`src/hdl/sha_pkg.sv`:
```
package sha_pkg;

   localparam logic [31:0] K0 = 32'h5A827999;
   localparam logic [31:0] K1 = 32'h6ED9EBA1;
   localparam logic [31:0] K2 = 32'h8F1BBCDC;
   localparam logic [31:0] K3 = 32'hCA62C1D6;
   localparam logic [7:0]  PAD_BYTE = 8'h80;

   localparam logic [31:0] H0_INIT = 32'h67452301;
   localparam logic [31:0] H1_INIT = 32'hEFCDAB89;
   localparam logic [31:0] H2_INIT = 32'h98BADCFE;
   localparam logic [31:0] H3_INIT = 32'h10325476;
   localparam logic [31:0] H4_INIT = 32'hC3D2E1F0;

   localparam int BLOCK_BITS = 512;

   // one 64-byte block for the compression core
   typedef struct packed {
      logic [BLOCK_BITS-1:0] blk;
      logic                  last;
   } job_type;

   // job queue status
   typedef struct packed {
      logic full;
      logic empty;
   } fifo_stat_type;

endpackage

```
`src/hdl/sha1_hash_engine_unit.sv`:
```
// channel   | ports                                             | direction
// request   | req_push, req_full, req_message_byte,             | in
//           | req_byte_present, req_final_item                  |
// response  | rsp_pop, rsp_empty, rsp_digest_word0..4           | out
//
// the front takes one request per cycle while req_full is low and shifts it
// into a 64-byte block; each block goes through a load step, 80 rounds and
// an add step in the round core; a 2-job queue lets the front fill later blocks
// the final request starts padding, one byte per cycle unless a full queue holds it
// reset clears all control state and loads the initial chaining words
// req_full is high while padding or with the job queue full; a waiting digest
// holds a final block back but not the collection of the next message
module sha1_hash_engine_unit (
   input  logic        clock,
   input  logic        reset,
   input  logic        req_push,
   output logic        req_full,
   input  logic [7:0]  req_message_byte,
   input  logic        req_byte_present,
   input  logic        req_final_item,
   output logic        rsp_empty,
   input  logic        rsp_pop,
   output logic [31:0] rsp_digest_word0,
   output logic [31:0] rsp_digest_word1,
   output logic [31:0] rsp_digest_word2,
   output logic [31:0] rsp_digest_word3,
   output logic [31:0] rsp_digest_word4
);

   sha_pkg::job_type       wr_job, rd_job;
   sha_pkg::fifo_stat_type q_stat;
   logic                   q_push, q_pop;

   // byte collection and padding
   sha_front u_front (
      .clock            (clock),
      .reset            (reset),
      .req_push         (req_push),
      .req_full         (req_full),
      .req_message_byte (req_message_byte),
      .req_byte_present (req_byte_present),
      .req_final_item   (req_final_item),
      .q_stat           (q_stat),
      .q_push           (q_push),
      .q_job            (wr_job)
   );

   // block queue
   sha_job_fifo u_fifo (
      .clock  (clock),
      .reset  (reset),
      .push   (q_push),
      .wr_job (wr_job),
      .pop    (q_pop),
      .rd_job (rd_job),
      .stat   (q_stat)
   );

   // compression
   sha_round_core u_core (
      .clock            (clock),
      .reset            (reset),
      .q_job            (rd_job),
      .q_stat           (q_stat),
      .q_pop            (q_pop),
      .rsp_empty        (rsp_empty),
      .rsp_pop          (rsp_pop),
      .rsp_digest_word0 (rsp_digest_word0),
      .rsp_digest_word1 (rsp_digest_word1),
      .rsp_digest_word2 (rsp_digest_word2),
      .rsp_digest_word3 (rsp_digest_word3),
      .rsp_digest_word4 (rsp_digest_word4)
   );

   // queue never overflows or underflows
   a_no_overflow: assert property (@(posedge clock) disable iff (reset)
      q_push |-> !q_stat.full) else $error("job queue overflow");

   a_no_underflow: assert property (@(posedge clock) disable iff (reset)
      q_pop |-> !q_stat.empty) else $error("job queue underflow");

   // a held digest is not overwritten before it is taken
   a_digest_hold: assert property (@(posedge clock) disable iff (reset)
      (!rsp_empty && !rsp_pop) |=> $stable(rsp_digest_word0) && !rsp_empty)
      else $error("digest changed while waiting");

endmodule

```
`src/hdl/sha_job_fifo.sv`:
```
module sha_job_fifo (
   input  logic                   clock,
   input  logic                   reset,
   input  logic                   push,
   input  sha_pkg::job_type       wr_job,
   input  logic                   pop,
   output sha_pkg::job_type       rd_job,
   output sha_pkg::fifo_stat_type stat
);

   sha_pkg::job_type mem [2];
   logic       wr_ptr_ff, wr_ptr_in;
   logic       rd_ptr_ff, rd_ptr_in;
   logic [1:0] count_ff, count_in;

   // pointer and count update
   always_comb begin
      wr_ptr_in = wr_ptr_ff ^ push;
      rd_ptr_in = rd_ptr_ff ^ pop;
      count_in  = count_ff + {1'b0, push} - {1'b0, pop};
   end

   always_ff @(posedge clock) begin
      if (reset) begin
         wr_ptr_ff <= 1'b0;
         rd_ptr_ff <= 1'b0;
         count_ff  <= 2'd0;
      end else begin
         wr_ptr_ff <= wr_ptr_in;
         rd_ptr_ff <= rd_ptr_in;
         count_ff  <= count_in;
      end
   end

   // storage
   always_ff @(posedge clock) begin
      if (push) begin
         mem[wr_ptr_ff] <= wr_job;
      end
   end

   assign rd_job     = mem[rd_ptr_ff];
   assign stat.full  = (count_ff == 2'd2);
   assign stat.empty = (count_ff == 2'd0);

endmodule

```
`src/hdl/sha_front.sv`:
```
module sha_front (
   input  logic                   clock,
   input  logic                   reset,
   input  logic                   req_push,
   output logic                   req_full,
   input  logic [7:0]             req_message_byte,
   input  logic                   req_byte_present,
   input  logic                   req_final_item,
   input  sha_pkg::fifo_stat_type q_stat,
   output logic                   q_push,
   output sha_pkg::job_type       q_job
);

   typedef enum logic {ST_COLLECT, ST_PAD} state_type;

   state_type  state_ff, state_in;
   logic [sha_pkg::BLOCK_BITS-1:0] blk_ff, blk_in;
   logic [5:0]  cnt_ff, cnt_in;
   logic [63:0] total_ff, total_in;
   logic [63:0] len_ff, len_in;
   logic        first_ff, first_in;
   logic        ovf_ff, ovf_in;

   logic        accept;
   logic        shift_en;
   logic [7:0]  shift_byte;
   logic        blk_done;
   logic [2:0]  lsel;
   logic [5:0]  new_cnt;
   logic [63:0] new_total;

   assign req_full = (state_ff != ST_COLLECT) || q_stat.full;
   assign accept   = req_push && !req_full;
   assign lsel     = ~cnt_ff[2:0];

   // byte selection and padding sequence
   always_comb begin
      state_in   = state_ff;
      total_in   = total_ff;
      len_in     = len_ff;
      first_in   = first_ff;
      ovf_in     = ovf_ff;
      shift_en   = 1'b0;
      shift_byte = req_message_byte;
      q_push     = 1'b0;
      q_job.last = 1'b0;
      new_cnt    = req_byte_present ? cnt_ff + 6'd1 : cnt_ff;
      new_total  = total_ff;
      case (state_ff)
         ST_COLLECT: begin
            if (accept && req_byte_present) begin
               shift_en = 1'b1;
               if (cnt_ff == 6'd63) begin
                  new_total = total_ff + 64'd512;
               end
            end
            total_in = new_total;
            if (accept && req_final_item) begin
               state_in = ST_PAD;
               first_in = 1'b1;
               ovf_in   = 1'b0;
               len_in   = new_total + {55'd0, new_cnt, 3'b000};
            end
         end
         ST_PAD: begin
            if (!(cnt_ff == 6'd63 && q_stat.full)) begin
               shift_en = 1'b1;
            end
            if (first_ff) begin
               shift_byte = sha_pkg::PAD_BYTE;
            end else if (cnt_ff >= 6'd56 && !ovf_ff) begin
               shift_byte = len_ff[{lsel, 3'b000} +: 8];
            end else begin
               shift_byte = 8'h00;
            end
            if (shift_en) begin
               first_in = 1'b0;
               if (first_ff) begin
                  ovf_in = (cnt_ff >= 6'd56) && (cnt_ff != 6'd63);
               end
               if (cnt_ff == 6'd63) begin
                  ovf_in     = 1'b0;
                  q_job.last = !first_ff && !ovf_ff;
                  if (!first_ff && !ovf_ff) begin
                     state_in = ST_COLLECT;
                     total_in = 64'd0;
                  end
               end
            end
         end
         default: begin
            state_in = ST_COLLECT;
         end
      endcase
      blk_done  = shift_en && (cnt_ff == 6'd63);
      q_push    = blk_done;
      blk_in    = shift_en ? {blk_ff[sha_pkg::BLOCK_BITS-9:0], shift_byte} : blk_ff;
      cnt_in    = shift_en ? cnt_ff + 6'd1 : cnt_ff;
      q_job.blk = blk_in;
   end

   always_ff @(posedge clock) begin
      if (reset) begin
         state_ff <= ST_COLLECT;
         cnt_ff   <= 6'd0;
         total_ff <= 64'd0;
         first_ff <= 1'b0;
         ovf_ff   <= 1'b0;
      end else begin
         state_ff <= state_in;
         cnt_ff   <= cnt_in;
         total_ff <= total_in;
         first_ff <= first_in;
         ovf_ff   <= ovf_in;
      end
   end

   // payload registers
   always_ff @(posedge clock) begin
      blk_ff <= blk_in;
      len_ff <= len_in;
   end

endmodule

```
`src/hdl/sha_round_core.sv`:
```
module sha_round_core (
   input  logic                   clock,
   input  logic                   reset,
   input  sha_pkg::job_type       q_job,
   input  sha_pkg::fifo_stat_type q_stat,
   output logic                   q_pop,
   output logic                   rsp_empty,
   input  logic                   rsp_pop,
   output logic [31:0]            rsp_digest_word0,
   output logic [31:0]            rsp_digest_word1,
   output logic [31:0]            rsp_digest_word2,
   output logic [31:0]            rsp_digest_word3,
   output logic [31:0]            rsp_digest_word4
);

   typedef enum logic [1:0] {ST_IDLE, ST_RUN, ST_ADD} state_type;

   state_type  state_ff, state_in;
   logic [6:0] round_ff, round_in;
   logic       last_ff, last_in;
   logic       res_ff, res_in;
   logic [sha_pkg::BLOCK_BITS-1:0] win_ff, win_in;
   logic [31:0] a_ff, b_ff, c_ff, d_ff, e_ff;
   logic [31:0] a_in, b_in, c_in, d_in, e_in;
   logic [31:0] h0_ff, h1_ff, h2_ff, h3_ff, h4_ff;
   logic [31:0] h0_in, h1_in, h2_in, h3_in, h4_in;
   logic [31:0] r0_ff, r1_ff, r2_ff, r3_ff, r4_ff;
   logic [31:0] r0_in, r1_in, r2_in, r3_in, r4_in;

   logic [31:0] f, k, t, wx, w_new;

   // round function for the current round
   always_comb begin
      if (round_ff < 7'd20) begin
         f = (b_ff & c_ff) | (~b_ff & d_ff);
         k = sha_pkg::K0;
      end else if (round_ff < 7'd40) begin
         f = b_ff ^ c_ff ^ d_ff;
         k = sha_pkg::K1;
      end else if (round_ff < 7'd60) begin
         f = (b_ff & c_ff) | (b_ff & d_ff) | (c_ff & d_ff);
         k = sha_pkg::K2;
      end else begin
         f = b_ff ^ c_ff ^ d_ff;
         k = sha_pkg::K3;
      end
      t = {a_ff[26:0], a_ff[31:27]} + f + e_ff + k + win_ff[511:480];
      // schedule word r+16 from window words 13, 8, 2 and 0
      wx = win_ff[95:64] ^ win_ff[255:224] ^ win_ff[447:416] ^ win_ff[511:480];
      w_new = {wx[30:0], wx[31]};
   end

   // sequencer
   always_comb begin
      state_in = state_ff;
      round_in = round_ff;
      last_in  = last_ff;
      res_in   = res_ff && !rsp_pop;
      win_in   = win_ff;
      {a_in, b_in, c_in, d_in, e_in} = {a_ff, b_ff, c_ff, d_ff, e_ff};
      {h0_in, h1_in, h2_in, h3_in, h4_in} = {h0_ff, h1_ff, h2_ff, h3_ff, h4_ff};
      {r0_in, r1_in, r2_in, r3_in, r4_in} = {r0_ff, r1_ff, r2_ff, r3_ff, r4_ff};
      q_pop = 1'b0;
      case (state_ff)
         ST_IDLE: begin
            if (!q_stat.empty && (!q_job.last || !res_ff)) begin
               q_pop    = 1'b1;
               state_in = ST_RUN;
               round_in = 7'd0;
               last_in  = q_job.last;
               win_in   = q_job.blk;
               {a_in, b_in, c_in, d_in, e_in} = {h0_ff, h1_ff, h2_ff, h3_ff, h4_ff};
            end
         end
         ST_RUN: begin
            a_in   = t;
            b_in   = a_ff;
            c_in   = {b_ff[1:0], b_ff[31:2]};
            d_in   = c_ff;
            e_in   = d_ff;
            win_in = {win_ff[479:0], w_new};
            round_in = round_ff + 7'd1;
            if (round_ff == 7'd79) begin
               state_in = ST_ADD;
            end
         end
         ST_ADD: begin
            state_in = ST_IDLE;
            if (last_ff) begin
               r0_in  = h0_ff + a_ff;
               r1_in  = h1_ff + b_ff;
               r2_in  = h2_ff + c_ff;
               r3_in  = h3_ff + d_ff;
               r4_in  = h4_ff + e_ff;
               res_in = 1'b1;
               h0_in  = sha_pkg::H0_INIT;
               h1_in  = sha_pkg::H1_INIT;
               h2_in  = sha_pkg::H2_INIT;
               h3_in  = sha_pkg::H3_INIT;
               h4_in  = sha_pkg::H4_INIT;
            end else begin
               h0_in = h0_ff + a_ff;
               h1_in = h1_ff + b_ff;
               h2_in = h2_ff + c_ff;
               h3_in = h3_ff + d_ff;
               h4_in = h4_ff + e_ff;
            end
         end
         default: begin
            state_in = ST_IDLE;
         end
      endcase
   end

   always_ff @(posedge clock) begin
      if (reset) begin
         state_ff <= ST_IDLE;
         round_ff <= 7'd0;
         last_ff  <= 1'b0;
         res_ff   <= 1'b0;
         h0_ff    <= sha_pkg::H0_INIT;
         h1_ff    <= sha_pkg::H1_INIT;
         h2_ff    <= sha_pkg::H2_INIT;
         h3_ff    <= sha_pkg::H3_INIT;
         h4_ff    <= sha_pkg::H4_INIT;
      end else begin
         state_ff <= state_in;
         round_ff <= round_in;
         last_ff  <= last_in;
         res_ff   <= res_in;
         h0_ff    <= h0_in;
         h1_ff    <= h1_in;
         h2_ff    <= h2_in;
         h3_ff    <= h3_in;
         h4_ff    <= h4_in;
      end
   end

   // working and result registers
   always_ff @(posedge clock) begin
      win_ff <= win_in;
      {a_ff, b_ff, c_ff, d_ff, e_ff} <= {a_in, b_in, c_in, d_in, e_in};
      {r0_ff, r1_ff, r2_ff, r3_ff, r4_ff} <= {r0_in, r1_in, r2_in, r3_in, r4_in};
   end

   assign rsp_empty        = !res_ff;
   assign rsp_digest_word0 = r0_ff;
   assign rsp_digest_word1 = r1_ff;
   assign rsp_digest_word2 = r2_ff;
   assign rsp_digest_word3 = r3_ff;
   assign rsp_digest_word4 = r4_ff;

endmodule
```
`config.mk`:
```
export PLATFORM = sky130hd
export DESIGN_NAME = sha1_hash_engine_unit
export DESIGN_NICKNAME = d
export VERILOG_FILES = /design/src/hdl/sha_pkg.sv /design/src/hdl/sha1_hash_engine_unit.sv /design/src/hdl/sha_job_fifo.sv /design/src/hdl/sha_front.sv /design/src/hdl/sha_round_core.sv
export SDC_FILE = /design/constraint.sdc
export NUM_CORES = 2
export LEC_CHECK = 0
export BUFFER_PORTS_ARGS = -buffer_cell sky130_fd_sc_hd__buf_2
export CORE_UTILIZATION = 40
export CTS_CLUSTER_DIAMETER = 50
export DETAILED_ROUTE_END_ITERATION = 10
export PLACE_DENSITY = 0.66
export SLEW_MARGIN = 20
export SYNTH_ARGS = -nofsm -noshare
export SYNTH_HDL_FRONTEND = slang
export SYNTH_SLANG_ARGS = --single-unit
```
`constraint.sdc`:
```
create_clock -name clock -period 50.7 [get_ports clock]
set_input_delay 2.535 -clock clock [delete_from_list [all_inputs] [get_ports clock]]
set_output_delay 2.535 -clock clock [all_outputs]
set_load 0.03 [all_outputs]
```
## After elaboration in Yosys (flattened, before gate mapping)

Memory sizes are Yosys's and may differ from the RTL's. A register that Yosys moved wholly into a read port is not among the register bits.
Cells that the tools add are included.

- $lt $le $gt $ge: 4
- Bitwise operators: 17
- Add/sub/neg operators: 15
- Mux-type cells: 67
- Reduce and logical (&&, ||, !) cells: 30
- Equality and inequality tests: 13
- Shift-type cells: 1

Operator list:

| operator | number |
|---|---|
| $mux W512 | 2 |
| $pmux W512 S2 | 1 |
| $mux W32 | 15 |
| $mux W64 | 6 |
| $pmux W32 S2 | 5 |
| $add A32 B32 Y32 | 9 |
| $xor A32 B32 Y32 | 5 |
| $and A32 B32 Y32 | 4 |
| $pmux W64 S2 | 1 |
| $or A32 B32 Y32 | 3 |
| $add A64 B10 Y64 const B | 1 |
| $add A64 B9 Y64 | 1 |
| $shiftx A64 B7 Y8 | 1 |
| $not A32 Y32 | 1 |
| $mux W31 | 1 |
| $mux W8 | 3 |
| $mux W1 | 23 |
| $lt A7 B6 Y1 const B | 2 |
| $pmux W7 S2 | 1 |
| $reduce_and A2 Y1 | 6 |
| $logic_and A1 B1 Y1 | 10 |
| $pmux W1 S2 | 4 |
| $add A7 B1 Y7 const B | 1 |
| $eq A7 B7 Y1 const B | 1 |
| other kinds (24) | 40 |

- Input bits: 14
- Memories: 1
- Output and inout port bits: 162
- Register bits: 1656
- RAM bits: 1026
- Logic and storage cells: 178

Memory list:

| memory | depth | width | rd ports | clocked after memory_dff | write ports | line | text |
|---|---|---|---|---|---|---|---|
| u_fifo.mem | 2 | 513 | 1 | 1 | 1 | sha_job_fifo.sv:11 | `sha_pkg::job_type mem [2];` |

## Depth between registers and ports, before layout

- Depth after elaboration: 11
- Gate-level depth with buffers: 28

## Cells and area by module

A second synthesis with hierarchy kept.

- Cells, all modules: 9899
- Area, all modules: 115747.3 um^2

By module, submodules not included:

| module | cells each | instances | area each (um^2) |
|---|---|---|---|
| sha_round_core | 5301 | 1 | 52545.4 |
| sha_job_fifo | 1615 | 1 | 39236.4 |
| sha_front | 2983 | 1 | 23965.5 |

## Worst setup path before layout

OpenSTA, ideal clock, no wires.

- Path kind: register -> register
- Start point: register u_fifo.rd_ptr_ff (netlist name)
- End point: register u_core.round_ff[4]
- Library setup time: 0.133 ns
- Cell stages (with the launch flop): 9
- Path slack: 28.612 ns
- Arrival time: 21.955 ns
- Buffers on the path: 2
- Cell sequence: dfxtp_1 -> clkbuf_1 -> mux2_2 -> a21boi_1 -> or2_2 -> clkbuf_1 -> o21ai_0 -> a22oi_1 -> nor2_1

RTL lines:

| what | line | text |
|---|---|---|
| end signal: assignment | sha_round_core.sv:128 | `round_ff <= round_in;` |
| end: declaration | sha_round_core.sv:19 | `logic [6:0] round_ff, round_in;` |

## Worst setup path in the final report

- Start point: register u_core.round_ff[4]
- End point: register u_core.a_ff[26] (data pin)

- Longest elaborated chain between the ends: 9

Ends and longest elaborated chain:

| what | line | text |
|---|---|---|
| $lt A7 B6 Y1 | sha_round_core.sv:40 | `end else if (round_ff < 7'd60) begin` |
| $mux W32 | sha_round_core.sv:40 |  |
| $mux W32 | sha_round_core.sv:37 | `end else if (round_ff < 7'd40) begin` |
| $mux W32 | sha_round_core.sv:34 | `if (round_ff < 7'd20) begin` |
| $add A32 B32 Y32 (2 in series) | sha_round_core.sv:47 | `t = {a_ff[26:0], a_ff[31:27]} + f + e_ff + k + win_ff[511:480];` |
| $add A32 B32 Y32 (*) (2 in series) | sha_round_core.sv:47 |  |
| $pmux W32 S2 (*) | sha_round_core.sv:64 | `case (state_ff)` |
| named net u_core.a_in[26] | sha_round_core.sv:24 | `logic [31:0] a_in, b_in, c_in, d_in, e_in;` |
| end signal: assignment | sha_round_core.sv:142 | `{a_ff, b_ff, c_ff, d_ff, e_ff} <= {a_in, b_in, c_in, d_in, e_in};` |
| end: declaration | sha_round_core.sv:23 | `logic [31:0] a_ff, b_ff, c_ff, d_ff, e_ff;` |

The timed path passes the listed nets; every way through them passes the cells marked *.
A chain may end at the register's enable or synchronous reset.

==> results.json <==
{
  "status": "completed",
  "grt_use_total_pct": 17.7,
  "p_leak_nw": 44.4,
  "rsz0062_at_grt": "false",
  "crit_fanout": 35,
  "remaining_drc_errors": 0,
  "required_ns": 51.28,
  "yosys.area.top_type": "edfxtp_1",
  "port_buffers": 175,
  "cts_buffer_depth": 4,
  "first_global_vias": 68500,
  "cts_resized": 0,
  "synth_seq_cells": 2670,
  "setup.worst_path.start_class": "flop",
  "numCtsBuffers": 285,
  "fin_setup_tns_ns": 0,
  "synth_area_um2": 112000,
  "post_cts_buffers": 0,
  "vias_per_cell": 5.18,
  "hold_path.class": "flop to flop",
  "endpoint_kind": "flop",
  "ant_nets": 0,
  "firstDrtPassIters": 5,
  "wl_um": 254000,
  "cts_tree": "built",
  "dp_hpwl_um": 161000,
  "ys_warn_count": 0,
  "nNetsFinal": 9897,
  "coreArea_um2": 277000,
  "clk_pin_slew_worst_paths_ns": 0.06,
  "ys_seq_area_share_pct": 65.1,
  "io_pins": 176,
  "grt_pass1_wl_um": 392000,
  "synth_edf_count": 1919,
  "insertion_delay_ns": 0.88,
  "postCtsHoldBufs": 0,
  "synth_common_cells": "nand2_1 (2730), edfxtp_1 (1919), dfxtp_1 (751), o21ai_0 (693), mux2i_1 (537)",
  "routedWlPerCell_um": 18.9,
  "syn-instance-count": 9443,
  "fin_crit_ns": 7.73,
  "ir_drop_v": 0.0000267,
  "setup_viol": 0,
  "chipHeight_um": 530,
  "slew_viol_final": 0,
  "synthArstFlopShare_pct": 0,
  "yosysTopAreaCellShare_pct": 51.6,
  "grt-ovfl-total": 0,
  "powerDensity_nw_per_um2": 36.7,
  "start_util_pct": 40.3,
  "syn_avg_cell_area_um2": 11.8,
  "num_rows": 193,
  "synth.area.top_cells": "edfxtp_1 (52%), dfxtp_1 (13%), nand2_1 (9.2%), mux2i_1 (4.8%), o21ai_0 (3.1%)",
  "synth.most_common_cell": "nand2_1",
  "yosys.cell_types.count": 96,
  "layout_setup_ws_ns": 42.97,
  "critPathKind": "flop to flop",
  "grt_max_degree": 213,
  "dp_slack_ns": 42.56,
  "slew_headroom_pct": 16.8,
  "clock-sinks": 2670,
  "crit_arrival_ns": 8.31,
  "cts-root-buf": "clkbuf_16",
  "tightestPinTransition_ns": 1.25,
  "fin_crit_sh_pct": 15.3,
  "fmax_ghz": 0.129,
  "cap_violations": 0,
  "final_hold_viol_count": 0,
  "antenna_found_initial": 6,
  "die_x_um": 530,
  "finClkSkew_ns": 0.0783,
  "synthFlopType": "edfxtp_1",
  "h-tree-depth": 5,
  "num_vias": 69700,
  "drive_gt1_share_pct": 8.05,
  "drt_iter0_markers": 6067,
  "gp_congestion": 0.931,
  "die_area_um2": 281000,
  "syn-num-nets": 9810,
  "areaGrowthSynthToFinish_pct": 12.6
}
-- where the power goes --
part           total [W]  leakage [nW]  switching, W  internal [W]
Sequential       0.00242          22.8     0.0000257       0.00239
Clock            0.00208          4.58      0.000871       0.00121
Combinational   0.000114          17.0     0.0000895     0.0000245
-- worst max-delay path: stages (launching register included) --
cell	delay (ns)
dfxtp_1	0.39
a41oi_1	0.57
inv_1	0.36
nor2_1	0.28
clkinv_1	0.09
buf_4	0.28
nand2_1	0.23
buf_4	0.37
nor2_1	0.07
nor2_1	0.16
fa_1	0.45
fa_1	0.55
inv_1	0.07
fa_1	0.56
inv_1	0.06
ha_1	0.28
a21oi_1	0.20
o21ai_0	0.19
o32a_1	0.42
o211ai_1	0.42
a2111oi_0	0.18
buf_4	0.20
o31ai_1	0.28
nand2b_1	0.11
and2_1	0.18
o21ai_0	0.15
a21oi_1	0.08
mux2_2	0.26
-- state kept, by name, summed over array words and instances, names as in the netlist, 55 cells and up --
name and flops:
u_fifo.mem 1026, u_core.win_ff 512, u_front.blk_ff 512, u_front.len_ff 61
u_front.total_ff 55
-- layer usage --
metal / share of wire, % / vias up / global-route usage, %
met2: 47 / 1984 / 28.7
met5: 0.011 / - / 0
met4: 2.8 / 4 / 5.55
met3: 6.1 / 399 / 2.95
li1: - / 33200 / -
met1: 44 / 34100 / 24.1
-- worst paths after layout --
kind / start / to / slack, ns / depth (start not counted)
min: u_front.blk_ff[451]$_DFF_P_ / u_front.blk_ff[459]$_DFF_P_ / 0.44 / 2
max reg2reg: u_core.round_ff[4]$_SDFFE_PP0P_ / u_core.a_ff[26]$_DFFE_PP_ / 42.97 / 27
min reg2reg: u_front.blk_ff[451]$_DFF_P_ / u_front.blk_ff[459]$_DFF_P_ / 0.44 / 2
max: u_core.round_ff[4]$_SDFFE_PP0P_ / u_core.a_ff[26]$_DFFE_PP_ / 42.97 / 27
-- metrics by stage --
stage | total power (W) | hold WS (ns) | cell area (µm²) | std cells | util (%)
floorplan | 0.00253 | 0.423 | 112000 | 9443 | -
global route | 0.00476 | 0.471 | 126000 | 13500 | 45.4
global placement | 0.00257 | 0.434 | 116000 | 12900 | 41.9
finish | 0.00461 | 0.439 | 126000 | 13500 | 45.4
CTS | 0.00466 | 0.441 | 126000 | 13500 | 45.4
detailed placement | 0.00258 | 0.450 | 116000 | 12900 | 41.9
-- cells by family after synthesis --
group / synth area share (%)
simple gates: 12.7
fa+ha+maj: 4.79
other cells: 0.00336
buf+inv: 2.30
flops: 65.1
xor+xnor: 2.73
compound gates: 7.21
mux: 5.13
-- layout by cell type, fill, tap and decap left out, drive strengths merged, types with 81 or more instances in the layout --
cell,count
xor2,114
a21o,91
o21ai,694
clkbuf,371
mux2i,537
nor2,330
xnor2,234
inv,242
dfxtp,751
nand3,105
ha,229
edfxtp,1919
clkinv,81
nand2,2730
buf,258
a21oi,210
fa,124
-- area by class of cell --
cell class | instances | area (µm²)
multi-input combinational | 6097 | 36500
clock inverter | 144 | 1650
clock buffer | 371 | 7800
antenna | 6 | 15.0
inverter | 218 | 818
tap | 3705 | 4640
timing repair buffer | 258 | 1600
sequential | 2670 | 72700
fill | 24700 | 151000
Power figures use the tool's default switching activity.
